File: src/rtl/sgr_pkg.sv
package sgr_pkg;

	// colour modes
	localparam logic [1:0] MODE_UNCHANGED = 2'd0;
	localparam logic [1:0] MODE_DEFAULT   = 2'd1;
	localparam logic [1:0] MODE_INDEXED   = 2'd2;
	localparam logic [1:0] MODE_RGB       = 2'd3;

	// on/off attribute modes
	localparam logic [1:0] FLAG_UNCHANGED = 2'd0;
	localparam logic [1:0] FLAG_OFF       = 2'd1;
	localparam logic [1:0] FLAG_ON        = 2'd2;

	// extended colour phases
	localparam logic [2:0] PH_IDLE  = 3'd0;
	localparam logic [2:0] PH_TYPE  = 3'd1;
	localparam logic [2:0] PH_RED   = 3'd2;
	localparam logic [2:0] PH_GREEN = 3'd3;
	localparam logic [2:0] PH_BLUE  = 3'd4;
	localparam logic [2:0] PH_INDEX = 3'd5;

	// sgr codes
	localparam logic [31:0] SGR_RESET       = 32'd0;
	localparam logic [31:0] SGR_BOLD_ON     = 32'd1;
	localparam logic [31:0] SGR_FAINT       = 32'd2;
	localparam logic [31:0] SGR_UNDER_ON    = 32'd4;
	localparam logic [31:0] SGR_REVERSE_ON  = 32'd7;
	localparam logic [31:0] SGR_BOLD_OFF    = 32'd22;
	localparam logic [31:0] SGR_UNDER_OFF   = 32'd24;
	localparam logic [31:0] SGR_REVERSE_OFF = 32'd27;
	localparam logic [31:0] SGR_FG_BASE     = 32'd30;
	localparam logic [31:0] SGR_FG_LAST     = 32'd37;
	localparam logic [31:0] SGR_FG_EXT      = 32'd38;
	localparam logic [31:0] SGR_FG_DEFAULT  = 32'd39;
	localparam logic [31:0] SGR_BG_BASE     = 32'd40;
	localparam logic [31:0] SGR_BG_LAST     = 32'd47;
	localparam logic [31:0] SGR_BG_EXT      = 32'd48;
	localparam logic [31:0] SGR_BG_DEFAULT  = 32'd49;
	localparam logic [31:0] SGR_FG_BRIGHT   = 32'd90;
	localparam logic [31:0] SGR_FG_BR_LAST  = 32'd97;
	localparam logic [31:0] SGR_BG_BRIGHT   = 32'd100;
	localparam logic [31:0] SGR_BG_BR_LAST  = 32'd107;

	// extended colour types
	localparam logic [31:0] EXT_TYPE_RGB     = 32'd2;
	localparam logic [31:0] EXT_TYPE_PALETTE = 32'd5;

	// palette layout
	localparam logic [7:0] PAL_CUBE_FIRST = 8'd16;
	localparam logic [7:0] PAL_GREY_FIRST = 8'd232;
	localparam logic [7:0] GREY_BASE      = 8'h08;
	localparam logic [7:0] GREY_STEP      = 8'd10;
	// 171/1024 stands in for 1/6 over the cube range
	localparam logic [7:0] RECIP_SIX      = 8'd171;
	localparam int         RECIP_SHIFT    = 10;

	typedef struct packed {
		logic [31:0] param_value;
		logic        is_last;
		logic        empty_list;
	} sgr_in_t;

	typedef struct packed {
		logic [1:0]  fg_mode;
		logic [23:0] fg_value;
		logic [1:0]  bg_mode;
		logic [23:0] bg_value;
		logic [1:0]  bold_mode;
		logic [1:0]  underline_mode;
		logic [1:0]  reverse_mode;
	} sgr_out_t;

	typedef struct packed {
		logic [1:0]  mode;
		logic [23:0] value;
	} colour_t;

	localparam sgr_out_t ATTR_DEFAULTS = '{
		fg_mode: MODE_DEFAULT, fg_value: 24'd0,
		bg_mode: MODE_DEFAULT, bg_value: 24'd0,
		bold_mode: FLAG_OFF, underline_mode: FLAG_OFF, reverse_mode: FLAG_OFF
	};

	function automatic logic [7:0] cube_level(input logic [2:0] step);
		case (step)
			3'd0:    cube_level = 8'h00;
			3'd1:    cube_level = 8'h5f;
			3'd2:    cube_level = 8'h87;
			3'd3:    cube_level = 8'haf;
			3'd4:    cube_level = 8'hd7;
			default: cube_level = 8'hff;
		endcase
	endfunction

	// xterm-256 index to base index, cube colour or grey
	function automatic colour_t palette_colour(input logic [7:0] idx);
		logic [7:0]  k;
		logic [15:0] prod6;
		logic [5:0]  q6;
		logic [13:0] prod36;
		logic [2:0]  q36;
		logic [7:0]  b_step;
		logic [5:0]  g_step;
		logic [7:0]  grey;
		colour_t     res;
		k      = idx - PAL_CUBE_FIRST;
		prod6  = 16'(k) * 16'(RECIP_SIX);
		q6     = prod6[RECIP_SHIFT +: 6];
		prod36 = 14'(q6) * 14'(RECIP_SIX);
		q36    = prod36[RECIP_SHIFT +: 3];
		b_step = k - ({2'b00, q6} * 8'd6);
		g_step = q6 - ({3'b000, q36} * 6'd6);
		grey   = GREY_BASE + 8'((idx - PAL_GREY_FIRST) * GREY_STEP);
		if (idx < PAL_CUBE_FIRST) begin
			res.mode  = MODE_INDEXED;
			res.value = {16'd0, idx};
		end else if (idx >= PAL_GREY_FIRST) begin
			res.mode  = MODE_RGB;
			res.value = {grey, grey, grey};
		end else begin
			res.mode  = MODE_RGB;
			res.value = {cube_level(q36), cube_level(g_step[2:0]), cube_level(b_step[2:0])};
		end
		return res;
	endfunction

endpackage

File: src/rtl/sgr_attribute_interpreter_top.sv
// channel   | valid      | ready      | payload            | item
// ----------+------------+------------+--------------------+-------------------------------
// input     | param_valid| param_ready| param (sgr_in_t)   | one sgr parameter of a sequence
// output    | attr_valid | attr_ready | attr (sgr_out_t)   | gathered attribute change
//
// an item is registered on entry, decoded in the following cycle and, when it
// ends a sequence, lands in the output register: one item per cycle sustained
// unless a held result stalls an item that ends a sequence.
// the accumulator is updated as an item leaves the input register.
// a held result stalls only an item that would itself give a result; items
// that only gather go on flowing. reset empties both registers and clears the
// accumulator to all unchanged.
module sgr_attribute_interpreter_top
	import sgr_pkg::*;
(
	input  logic     clk,
	input  logic     arst_n,
	input  logic     param_valid,
	output logic     param_ready,
	input  sgr_in_t  param,
	output logic     attr_valid,
	input  logic     attr_ready,
	output sgr_out_t attr
);

	// accumulated change for the sequence in flight
	typedef struct packed {
		colour_t    fg;
		colour_t    bg;
		logic [1:0] bold;
		logic [1:0] underline;
		logic [1:0] reverse;
		logic [2:0] phase;
		logic       is_fg;
		logic [15:0] rg;
	} acc_t;

	logic     valid_s1;
	sgr_in_t  item_s1;
	acc_t     acc_q;
	acc_t     acc_nxt;
	logic     out_valid_q;
	sgr_out_t out_q;

	logic     emit;
	logic     out_free;
	logic     advance;
	sgr_out_t result;
	colour_t  pal;
	colour_t  new_col;
	logic     set_col;
	logic     set_fg;
	logic [31:0] p;

	assign p        = item_s1.param_value;
	assign emit     = item_s1.empty_list | item_s1.is_last;
	assign out_free = ~out_valid_q | attr_ready;
	// a gathering item always moves on; an ending item waits for the output slot
	assign advance  = valid_s1 & (~emit | out_free);
	assign param_ready = ~valid_s1 | advance;

	// decode of one parameter against the accumulator
	always_comb begin
		acc_nxt = acc_q;
		pal     = palette_colour(p[7:0]);
		new_col = '0;
		set_col = 1'b0;
		set_fg  = acc_q.is_fg;
		case (acc_q.phase)
			PH_TYPE: begin
				if (p == EXT_TYPE_RGB) begin
					acc_nxt.phase = PH_RED;
				end else if (p == EXT_TYPE_PALETTE) begin
					acc_nxt.phase = PH_INDEX;
				end else begin
					acc_nxt.phase = PH_IDLE;
				end
			end
			PH_RED: begin
				acc_nxt.rg    = {p[7:0], 8'h00};
				acc_nxt.phase = PH_GREEN;
			end
			PH_GREEN: begin
				acc_nxt.rg    = {acc_q.rg[15:8], p[7:0]};
				acc_nxt.phase = PH_BLUE;
			end
			PH_BLUE: begin
				new_col       = '{mode: MODE_RGB, value: {acc_q.rg, p[7:0]}};
				set_col       = 1'b1;
				acc_nxt.phase = PH_IDLE;
			end
			PH_INDEX: begin
				new_col       = pal;
				set_col       = 1'b1;
				acc_nxt.phase = PH_IDLE;
			end
			default: begin
				acc_nxt.phase = PH_IDLE;
				if (p == SGR_RESET) begin
					acc_nxt.fg        = '{mode: MODE_DEFAULT, value: 24'd0};
					acc_nxt.bg        = '{mode: MODE_DEFAULT, value: 24'd0};
					acc_nxt.bold      = FLAG_OFF;
					acc_nxt.underline = FLAG_OFF;
					acc_nxt.reverse   = FLAG_OFF;
				end else if (p == SGR_FG_DEFAULT) begin
					acc_nxt.fg = '{mode: MODE_DEFAULT, value: 24'd0};
				end else if (p == SGR_BG_DEFAULT) begin
					acc_nxt.bg = '{mode: MODE_DEFAULT, value: 24'd0};
				end else if (p == SGR_BOLD_ON) begin
					acc_nxt.bold = FLAG_ON;
				end else if (p == SGR_FAINT || p == SGR_BOLD_OFF) begin
					acc_nxt.bold = FLAG_OFF;
				end else if (p == SGR_UNDER_ON) begin
					acc_nxt.underline = FLAG_ON;
				end else if (p == SGR_UNDER_OFF) begin
					acc_nxt.underline = FLAG_OFF;
				end else if (p == SGR_REVERSE_ON) begin
					acc_nxt.reverse = FLAG_ON;
				end else if (p == SGR_REVERSE_OFF) begin
					acc_nxt.reverse = FLAG_OFF;
				end else if (p >= SGR_FG_BASE && p <= SGR_FG_LAST) begin
					new_col = '{mode: MODE_INDEXED, value: 24'(p - SGR_FG_BASE)};
					set_col = 1'b1;
					set_fg  = 1'b1;
				end else if (p >= SGR_FG_BRIGHT && p <= SGR_FG_BR_LAST) begin
					new_col = '{mode: MODE_INDEXED, value: 24'(p - SGR_FG_BRIGHT + 32'd8)};
					set_col = 1'b1;
					set_fg  = 1'b1;
				end else if (p >= SGR_BG_BASE && p <= SGR_BG_LAST) begin
					new_col = '{mode: MODE_INDEXED, value: 24'(p - SGR_BG_BASE)};
					set_col = 1'b1;
					set_fg  = 1'b0;
				end else if (p >= SGR_BG_BRIGHT && p <= SGR_BG_BR_LAST) begin
					new_col = '{mode: MODE_INDEXED, value: 24'(p - SGR_BG_BRIGHT + 32'd8)};
					set_col = 1'b1;
					set_fg  = 1'b0;
				end else if (p == SGR_FG_EXT || p == SGR_BG_EXT) begin
					acc_nxt.is_fg = (p == SGR_FG_EXT);
					acc_nxt.phase = PH_TYPE;
				end
			end
		endcase
		if (set_col) begin
			if (set_fg) begin
				acc_nxt.fg = new_col;
			end else begin
				acc_nxt.bg = new_col;
			end
		end
	end

	// an empty list overrides everything; otherwise the change after this parameter
	always_comb begin
		if (item_s1.empty_list) begin
			result = ATTR_DEFAULTS;
		end else begin
			result.fg_mode        = acc_nxt.fg.mode;
			result.fg_value       = acc_nxt.fg.value;
			result.bg_mode        = acc_nxt.bg.mode;
			result.bg_value       = acc_nxt.bg.value;
			result.bold_mode      = acc_nxt.bold;
			result.underline_mode = acc_nxt.underline;
			result.reverse_mode   = acc_nxt.reverse;
		end
	end

	// input register
	always_ff @(posedge clk or negedge arst_n) begin
		if (!arst_n) begin
			valid_s1 <= 1'b0;
		end else if (param_ready) begin
			valid_s1 <= param_valid;
		end
	end

	always_ff @(posedge clk) begin
		if (param_ready && param_valid) begin
			item_s1 <= param;
		end
	end

	// accumulator: cleared after each sequence
	always_ff @(posedge clk or negedge arst_n) begin
		if (!arst_n) begin
			acc_q <= '0;
		end else if (advance) begin
			if (emit) begin
				acc_q <= '0;
			end else begin
				acc_q <= acc_nxt;
			end
		end
	end

	// output register
	always_ff @(posedge clk or negedge arst_n) begin
		if (!arst_n) begin
			out_valid_q <= 1'b0;
		end else if (out_free) begin
			out_valid_q <= advance & emit;
		end
	end

	always_ff @(posedge clk) begin
		if (advance && emit) begin
			out_q <= result;
		end
	end

	assign attr_valid = out_valid_q;
	assign attr       = out_q;

endmodule

File: config.mk
export PLATFORM = sky130hd
export DESIGN_NAME = sgr_attribute_interpreter_top
export DESIGN_NICKNAME = d
export VERILOG_FILES = /design/src/rtl/sgr_pkg.sv /design/src/rtl/sgr_attribute_interpreter_top.sv
export SDC_FILE = /design/constraint.sdc
export NUM_CORES = 1
export LEC_CHECK = 0
export ABC_AREA = 1
export BUFFER_PORTS_ARGS = -buffer_cell sky130_fd_sc_hd__buf_4
export CORE_UTILIZATION = 60
export DETAILED_ROUTE_END_ITERATION = 10
export PLACE_DENSITY = 0.87
export SYNTH_ARGS = -nofsm -noshare
export SYNTH_HDL_FRONTEND = slang
export SYNTH_SLANG_ARGS = --single-unit
export TNS_END_PERCENT = 100
File: constraint.sdc
create_clock -name clk -period 9.9 [get_ports clk]
set_input_delay 0.99 -clock clk [delete_from_list [all_inputs] [get_ports clk]]
set_output_delay 0.99 -clock clk [all_outputs]
set_load 0.005 [all_outputs]
# Word level (Yosys, flattened, before mapping)
# Cells that the tools add are included.
# Widths: inputs -> output; s select.
dict set report word_totals {
  output_inout_bits 60
  ff_bits 172
}
dict set report classes {
  n_mul 5
  n_addsub 11
  n_reduce_logical 21
  n_eq_ne 44
  n_lt_le_gt_ge 10
  bitwise_logic 9
  mux 80
}
# op n
set ops {}
lappend ops {{$mux 26} 18}
lappend ops {{$eq 32x6->1 const B} 4}
lappend ops {{$pmux 8 s5} 3}
lappend ops {{$mux 58} 2}
lappend ops {{$eq 32x3->1 const B} 3}
lappend ops {{$eq 32x5->1 const B} 3}
lappend ops {{$mux 78} 1}
lappend ops {{$pmux 26 s3} 1}
lappend ops {{$ge 32x7->1 const B} 2}
lappend ops {{$le 32x6->1 const B} 2}
lappend ops {{$le 32x7->1 const B} 2}
lappend ops {{$mux 52} 1}
lappend ops {{$add 24x4->24 const B} 2}
lappend ops {{$sub 24x7->24 const B} 2}
lappend ops {{$mux 36} 1}
lappend ops {{$eq 32x1->1 const B} 1}
lappend ops {{$eq 32x2->1 const B} 1}
lappend ops {{$ge 32x5->1 const B} 1}
lappend ops {{$ge 32x6->1 const B} 1}
lappend ops {{$logic_not 32->1} 1}
lappend ops {{$pmux 16 s2} 1}
lappend ops {{$mux 1} 28}
lappend ops {{$mux 4} 7}
lappend ops {{$ne 2x2->1 const B} 14}
lappend ops {{other kinds (39)} 78}

# Depth between registers and ports, before layout
# Gate-level depths: netlist of the first run.
dict set report logic_depth {
  word_depth 20
  ltp_mapped 48
}

# Worst setup path before layout of the first run
# OpenSTA, ideal clock, no wires.
dict set report synth_path {
  path_type {register -> register}
  startpoint {register item_s1 (netlist bit p[5])}
  endpoint {register out_q (netlist bit attr[14]) (data pin)}
  slack_ns 1.742
  path_stages_with_launch 46
  n_path_buf 1
  t_arrival_ns 7.892
  t_required_ns 9.634
  path_cell_list {edfxtp_1 clkbuf_1 inv_1 ha_1 inv_1 fa_1 inv_1 fa_1 fa_1 inv_1 ha_1 nand2_1 inv_1 nand3_1 inv_1 nand2_1 nand2_1 a21boi_0 [... 10 more ...] nor2_1 nand2_1 nand2_1 nand2_1 xor2_1 inv_1 ha_1 xor2_1 xnor2_1 nand2_1 o21ai_0 o21ai_0 nand2_1 nand2_1 inv_1 o21ai_1 inv_1 nor2_1}
}
dict set report synth_via {
  elab_chain_len 18
  word_cells_on_any_way 92
  cone_classes {add/sub (8); mul (3); order compare (10); eq/ne (13); mux (51); reduce/logical (7)}
}
# item line_no
set synth_lines {}
lappend synth_lines {{start: declaration} sgr_attribute_interpreter_top.sv:39} ;# sgr_in_t item_s1;
lappend synth_lines {{start signal: assignment} sgr_attribute_interpreter_top.sv:178} ;# item_s1 <= param;
lappend synth_lines {{parallel branches: the longest is 17 deep, another holds $mul 8x8->16} -}
lappend synth_lines {{$mux 52 *} sgr_attribute_interpreter_top.sv:143} ;# if (set_col) begin
lappend synth_lines {{end signal: assignment} sgr_attribute_interpreter_top.sv:206} ;# out_q <= result;
lappend synth_lines {{end: declaration} sgr_attribute_interpreter_top.sv:43} ;# sgr_out_t out_q;
# Every way passes the cells marked *. The select of a mux whose other input is x is not followed.
# A chain may end at the register's enable or synchronous reset.

# Worst setup path in the final report of the first run
dict set report layout_path {
  startpoint {register item_s1 (netlist bit p[4])}
  endpoint {register out_q (netlist bit attr[20]) (data pin)}
}
# The elaborated chain is that of the path after synthesis.

==> flow_summary.toml, run 1 <==
[critical_path]
crit_type = "reg -> reg"
rrSetupSlack_ns = 0.68
cp_slowest_cell = "edfxtp_1"
crit_required_ns = 10.07
cp_num_buf_inv = 7
crit_path_max_incr_delay_ns = 0.59
critPathCaptureType = "flop"
path_max_fanout = 12
cp_data_arrival_time_ns = 9.39
cpMostUsedCell = "nand2_1"
critPathLaunchType = "flop"
crit_family = "adder cells"

[synthesis]
ys_ff_latch = 172
synthArstFlopShare_pct = 46.51
ys_seq_area_share_pct = 40.09
yosys_most_used_dff = "edfxtp_1"
syn_inst = 1481
synth_cell_types = 54
synth.yosys.warnings = 0
syn_area_mm2 = 0.01189
synth_edf_count = 92
synth_nets = 1628
avgSynthCellArea_um2 = 8.025

[clock_network]
clk_pin_slew_ns = 0.07
cts.sinks = 172
postCtsHoldBufs = 0
cts_setup_buffers = 0
clk_path_buf_depth = 2
clk_latency_ns = 0.45
tritoncts = "built"
numCtsBuffers = 17
htree_levels = 4
cts_root_buffer = "clkbuf_16"

[die]
dieHeight_um = 142.7
die_area_mm2 = 0.02037
coreArea_mm2 = 0.01946
initial_core_util_pct = 61.07
io_pins = 98
rows = 51
die_width_um = 142.7

[worst_hold_path]
worst_hold_path_type = "in -> async"

[sta]
tightest_slew_ns = 1.142
clock_skew_ns = 0.01430
min_period_over_period_pct = 93.12
hold_violations = 0
whs_ns = 0.4533
slew_headroom_pct = 23.78
drv_slew = 0
fin_crit_ns = 9.219
setup_slack_ns = 0.6812
setup-tns-final_ns = 0
setup_violations = 0
clock.fmax_ghz = 0.1085
rsz0062_at_grt = "false"

[place]
portBuffers = 97
gp_congestion = 0.9794
hpwlAfterDp_um = 22510
place_ws_ns = 0.6145
placed_area_mm2 = 0.01282

[cells_and_area]
fillCellCount = 1564
fin_nets = 1712
final_cell_area_mm2 = 0.01340
diodes = 0
area_growth_pct = 12.72
final_layout_size_suffix_gt1_share_pct = 11.98

[pwr]
p_per_area_mw_per_mm2 = 368.1
clkPwrFrac_pct = 13.3
p_seq_share_pct = 16.4
ir_drop_mv = 0.6889
switchingPower_uw = 2512
cell_internal_pwr_uw = 2419
p_leak_uw = 0.006674
comb_power_share_pct = 70.3
p_total_uw = 4932
swShare_pct = 50.95

[run_status]
outcome = "complete, no violations"

[detailed_routing]
ant_nets = 0
drtPass1Iterations = 6
route.detailed.drc = 0
wl_per_cell_um = 16.68
vias = 10670
via_per_inst = 5.789
drt_iter0_markers = 838
finalWirelength_um = 30730

[global_routing]
grt_pass1_vias = 10230
antenna_found_initial = 0
grt_overflow_total = 0
grt_max_degree = 60
grt_pass1_wl_um = 49380
grt_use_total_pct = 31.36

[job]
maxCapViolations = 0
final cells by class:
class	count	area [um2]	area share, %
multi-input combinational	1057	6118	45.67
timing repair buffer	109	818.3	6.108
sequential	172	4765	35.57
inverter	208	792.0	5.912
clock buffer	20	457.9	3.418
clock inverter	12	113.9	0.8499
tap	265	331.6	2.475
cells by family (layout without fill, tap and decap cells):
group           Yosys count  count (layout)  share of synthesized area, %
compound gates          203             203                         9.822
xor+xnor                 33              33                         2.432
fa+ha+maj               109             109                         12.74
buf+inv                 252             349                         8.453
flops                   172             172                         40.09
mux                       1               1                       0.09474
simple gates            711             711                         26.37
layout by cell type, fill, tap and decap left out, drive strengths merged, types with 3 or more instances in the layout:
master,netlist,layout
a31oi,6,6
nor3,19,19
clkinv,3,6
nand2,462,462
nor4,4,4
o211ai,8,8
nand3b,3,3
buf,15,109
a41oi,3,3
o21bai,4,4
clkbuf,29,20
xnor2,8,8
nand3,105,105
o21ai,77,77
clkinvlp,0,5
ha,89,89
or2,5,5
xor2,25,25
edfxtp,92,92
nor2,86,86
fa,20,20
o22ai,23,23
a21oi,69,69
dfrtp,80,80
inv,205,208
nand4,24,24
worst register-to-register path: cells and delay by family, from the launching register on:
kind,cells,cell delay (ns)
xor+xnor,5,1.46
simple gates,14,1.33
fa+ha+maj,10,3.72
compound gates,6,0.95
buf+inv,7,0.88
flops,1,0.59
cells in the mapped netlist (3+ instances only):
library cell / instances / area, um2
a21oi_1: 69 / 345.3
a31oi_1: 5 / 31.28
a41oi_1: 3 / 26.28
buf_2: 8 / 40.04
buf_4: 4 / 30.03
clkbuf_1: 29 / 108.9
clkinv_1: 3 / 11.26
dfrtp_1: 80 / 2002
edfxtp_1: 92 / 2763
fa_1: 20 / 400.4
ha_1: 89 / 1114
inv_1: 193 / 724.4
inv_2: 9 / 33.78
inv_4: 3 / 18.77
nand2_1: 454 / 1704
nand2_2: 5 / 31.28
nand3_1: 94 / 470.5
nand3_2: 11 / 110.1
nand3b_1: 3 / 22.52
nand4_1: 21 / 131.4
nand4_4: 3 / 63.81
nor2_1: 79 / 296.5
nor2_2: 4 / 25.02
nor2_8: 3 / 60.06
nor3_1: 18 / 90.09
nor4_1: 4 / 25.02
o211ai_1: 8 / 60.06
o21ai_0: 69 / 345.3
o21ai_1: 8 / 40.04
o21bai_1: 4 / 30.03
o22ai_1: 23 / 143.9
or2_2: 3 / 18.77
xnor2_1: 8 / 70.07
xor2_1: 25 / 219.0
flip-flops by register name (all words and copies together), names as in the netlist:
register / count
attr_valid: 1
valid_s1: 1
p: 32
item_s1: 2
acc_q: 78
attr: 58
final timing paths:
check,endpoint,startpoint,cells after the start
max,attr[20]$_SDFFCE_PP0P_,p[4]$_DFFE_PP_,42
min,acc_q[32]$_DFFE_PN0P_,arst_n,1
min reg2reg,acc_q[40]$_DFFE_PN0P_,acc_q[40]$_DFFE_PN0P_,2
min in group clk,acc_q[40]$_DFFE_PN0P_,acc_q[40]$_DFFE_PN0P_,2
max in group asynchronous,acc_q[25]$_DFFE_PN0P_,arst_n,2
max reg2reg,attr[20]$_SDFFCE_PP0P_,p[4]$_DFFE_PP_,42
layer usage:
metal | wire length (um) | global-route usage [%] | share of wire (%)
met1 | 12230 | 38.58 | 40
met2 | 15300 | 53.87 | 50
met3 | 2054 | 4.460 | 6.7
met4 | 1154 | 15.96 | 3.8
met5 | 0 | 0 | 0
power by group through the flow:
stage	combinational, uW	clock (uW)	sequential (uW)
after floorplan	2580	0	822
after global placement	3240	0	822
after detailed placement	3400	0	823
after CTS	3430	655	808
after global routing	3970	679	811
final	3470	657	808
per-stage QoR:
stage                     std cells  util [%]
after CTS                      1843     68.81
after floorplan                1481         -
after detailed placement       1811     65.88
after global placement         1811     65.88
final                          1843     68.83
after global routing           1843     68.83
timing repair:
action	CTS	global route
endpoints found under the hold margin	0	0
endpoints found under the setup margin	0	12
resized for setup	0	1
Power figures use the tool's default switching activity.
==> run 2, diff against run 1 <==
--- a/config.mk
+++ b/config.mk
@@ -5,7 +5,6 @@
 export SDC_FILE = /design/constraint.sdc
 export NUM_CORES = 1
 export LEC_CHECK = 0
-export ABC_AREA = 1
 export BUFFER_PORTS_ARGS = -buffer_cell sky130_fd_sc_hd__buf_4
 export CORE_UTILIZATION = 60
 export DETAILED_ROUTE_END_ITERATION = 10
==> flow_summary.toml, run 2 <==
[place]
portBuffers = 97
placed_area_mm2 = 0.01210
place_ws_ns = 0.2155
gp_congestion = 0.9731
hpwlAfterDp_um = 21030
dp_cells = 1426

[cells_and_area]
diodes = 0
final_layout_size_suffix_gt1_share_pct = 14.69
mostFrequentLayoutCell = "nand2_1"
largest_register_ffs = 78
fin_nets = 1366
post-route-util_pct = 70.17
area_growth_pct = 13.70
final_cell_mix = "134 x nand2_1, 117 x buf_4, 92 x edfxtp_1"
final_cell_area_mm2 = 0.01273
top_register = "acc_q"
layout.cells.non_filler = 1461

[critical_path]
r2r-start = "p[4]$_DFFE_PP_"
cp_num_buf_inv = 6
crit_type = "reg -> reg"
crit_path_start = "p[4]$_DFFE_PP_"
crit_path_max_incr_delay_ns = 0.52
cp_slowest_cell = "fa_1"
crit_family = "adder cells"
path_max_fanout = 9
cp_data_arrival_time_ns = 9.32
crit_required_ns = 10.19
critPathLaunchType = "flop"
critPathCaptureType = "flop"

[detailed_routing]
drt_iter0_markers = 1000
finalWirelength_um = 29250
ant_nets = 0
via_per_inst = 6.437
drtPass1Iterations = 9
wl_per_cell_um = 20.02
vias = 9405
route.detailed.drc = 18

[pwr]
ir_drop_mv = 0.8547
p_leak_uw = 0.005485
p_per_area_mw_per_mm2 = 391.2

[die]
die_width_um = 138.6
coreArea_mm2 = 0.01815
rows = 49
initial_core_util_pct = 61.71
die_area_mm2 = 0.01922
dieHeight_um = 138.6
io_pins = 98

[sta]
clock.fmax_ghz = 0.1107
setup_slack_ns = 0.8682
slew_headroom_pct = 22.87
hold_violations = 0
rsz0062_at_grt = "false"
drv_slew = 0
setup-tns-final_ns = 0
min_period_over_period_pct = 91.23
fin_crit_ns = 9.032
tightest_slew_ns = 1.153
clock_skew_ns = 0.01107
setup_violations = 0

[synthesis]
ys_seq_area_share_pct = 42.54
synthArstFlopShare_pct = 46.51
avgSynthCellArea_um2 = 9.833
synth.yosys.warnings = 0
yosysMostFrequentCell = "nand2_1"
syn_area_mm2 = 0.01120
ys_top_cells_by_count = "134 x nand2_1, 92 x edfxtp_1, 89 x ha_1"
synth_cell_types = 86
yosys-top-cells-area = "edfxtp_1 25%, dfrtp_1 18%, ha_1 9.9%, nand2_1 4.5%, fa_1 3.6%"
synth_nets = 1286
synth_edf_count = 92
yosys_most_used_dff = "edfxtp_1"
netlist.area_leader.share_pct = 24.67
syn_inst = 1139
ys_ff_latch = 172
synth_top_area_cell = "edfxtp_1"

[clock_network]
cts_root_buffer = "clkbuf_16"
clk_pin_slew_ns = 0.07
clk_latency_ns = 0.44
numCtsBuffers = 17
cts.sinks = 172
clk_path_buf_depth = 2
htree_levels = 4
tritoncts = "built"

[global_routing]
grt_max_degree = 81
grt_pass1_wl_um = 47750
grt_overflow_total = 0
grt_use_total_pct = 31.42
antenna_found_initial = 0
grt_pass1_vias = 9317

[worst_hold_path]
worst_hold_path_type = "reg -> reg"
worstHoldStart = "acc_q[30]$_DFFE_PN0P_"

[job]
maxCapViolations = 0

[run_status]
outcome = "complete, but fails checks"
failed_checks = "design-rule violations"
## run 2: cell count changes after synthesis, moves of 15 or more
cell,change
inv_1,-107
xnor2_1,+17
nand2b_1,+17
nand2_1,-320
o22ai_1,-17
a211oi_1,+17
xor2_1,-15
a22o_1,+36
nand3_1,-67
## run 2: path summary, 6_finish.rpt
| path | to | slack [ns] | depth (start not counted) |
|---|---|---|---|
| max | attr[19]$_SDFFCE_PP0P_ | 0.87 | 36 |
| min | acc_q[30]$_DFFE_PN0P_ | 0.48 | 2 |
| max reg2reg | attr[19]$_SDFFCE_PP0P_ | 0.87 | 36 |
| min reg2reg | acc_q[30]$_DFFE_PN0P_ | 0.48 | 2 |
| max in group asynchronous | acc_q[25]$_DFFE_PN0P_ | 8.50 | 1 |
| min in group asynchronous | acc_q[70]$_DFFE_PN0P_ | 0.68 | 1 |
## run 2: worst register-to-register path, delay by kind of cell, from the launching register on
kind | cells | cell delay [ns]
flip-flops | 1 | 0.44
AO/OA/AOI/OAI | 9 | 2.08
adder cells (fa/ha/maj) | 11 | 4.06
XOR/XNOR | 5 | 1.03
buffers and inverters | 6 | 0.65
AND/OR/NAND/NOR | 5 | 0.62
## run 2: timing repair
action	CTS	global route
hold endpoints to repair	0	0
hold buffers	0	0
setup buffers	0	3
endpoints found under the setup margin	0	37
gates resized for setup	0	4
## run 2: final cells by class
cell class	count	area [um2]
well taps	229	286.5
fillers	1304	5414
clock inverters	14	150.1
inverters	87	326.6
multi-input cells	824	5888
repair buffers	117	878.3
clock buffers	18	439.2
flip-flops and latches	172	4765
## run 2: per-layer routing
metal	up-vias	global-route usage (%)	share of wire [%]
li1	4279	-	-
met1	4452	39.94	39
met2	564	51.94	48
met3	110	6.250	9.0
met4	0	14.91	3.6
met5	-	0	0
## run 2: cells by family after synthesis
family                     share of synthesized area, %
DFF                                               42.54
buffers and inverters                             5.206
and+or+nand+nor                                   15.85
xor gates and xnor gates                          3.083
adders and majority gates                         13.61
muxes                                            0.3575
AOI/OAI and AO/OA                                 19.35
## run 2: power breakdown
part | internal, uW | leakage (uW) | switching, uW
Combinational | 1370 | 0.00319 | 2140
Clock | 343 | 0.000284 | 325
Sequential | 790 | 0.00201 | 16.8
Total | 2500 | 0.00548 | 2480
## run 2: metrics by stage
stage               total power, uW  hold WS (ns)
floorplan                      3337        0.4447
global placement               3880        0.4608
detailed placement             4026        0.4701
CTS                            4721        0.4859
global route                   5453        0.5069
finish                         4981        0.4842
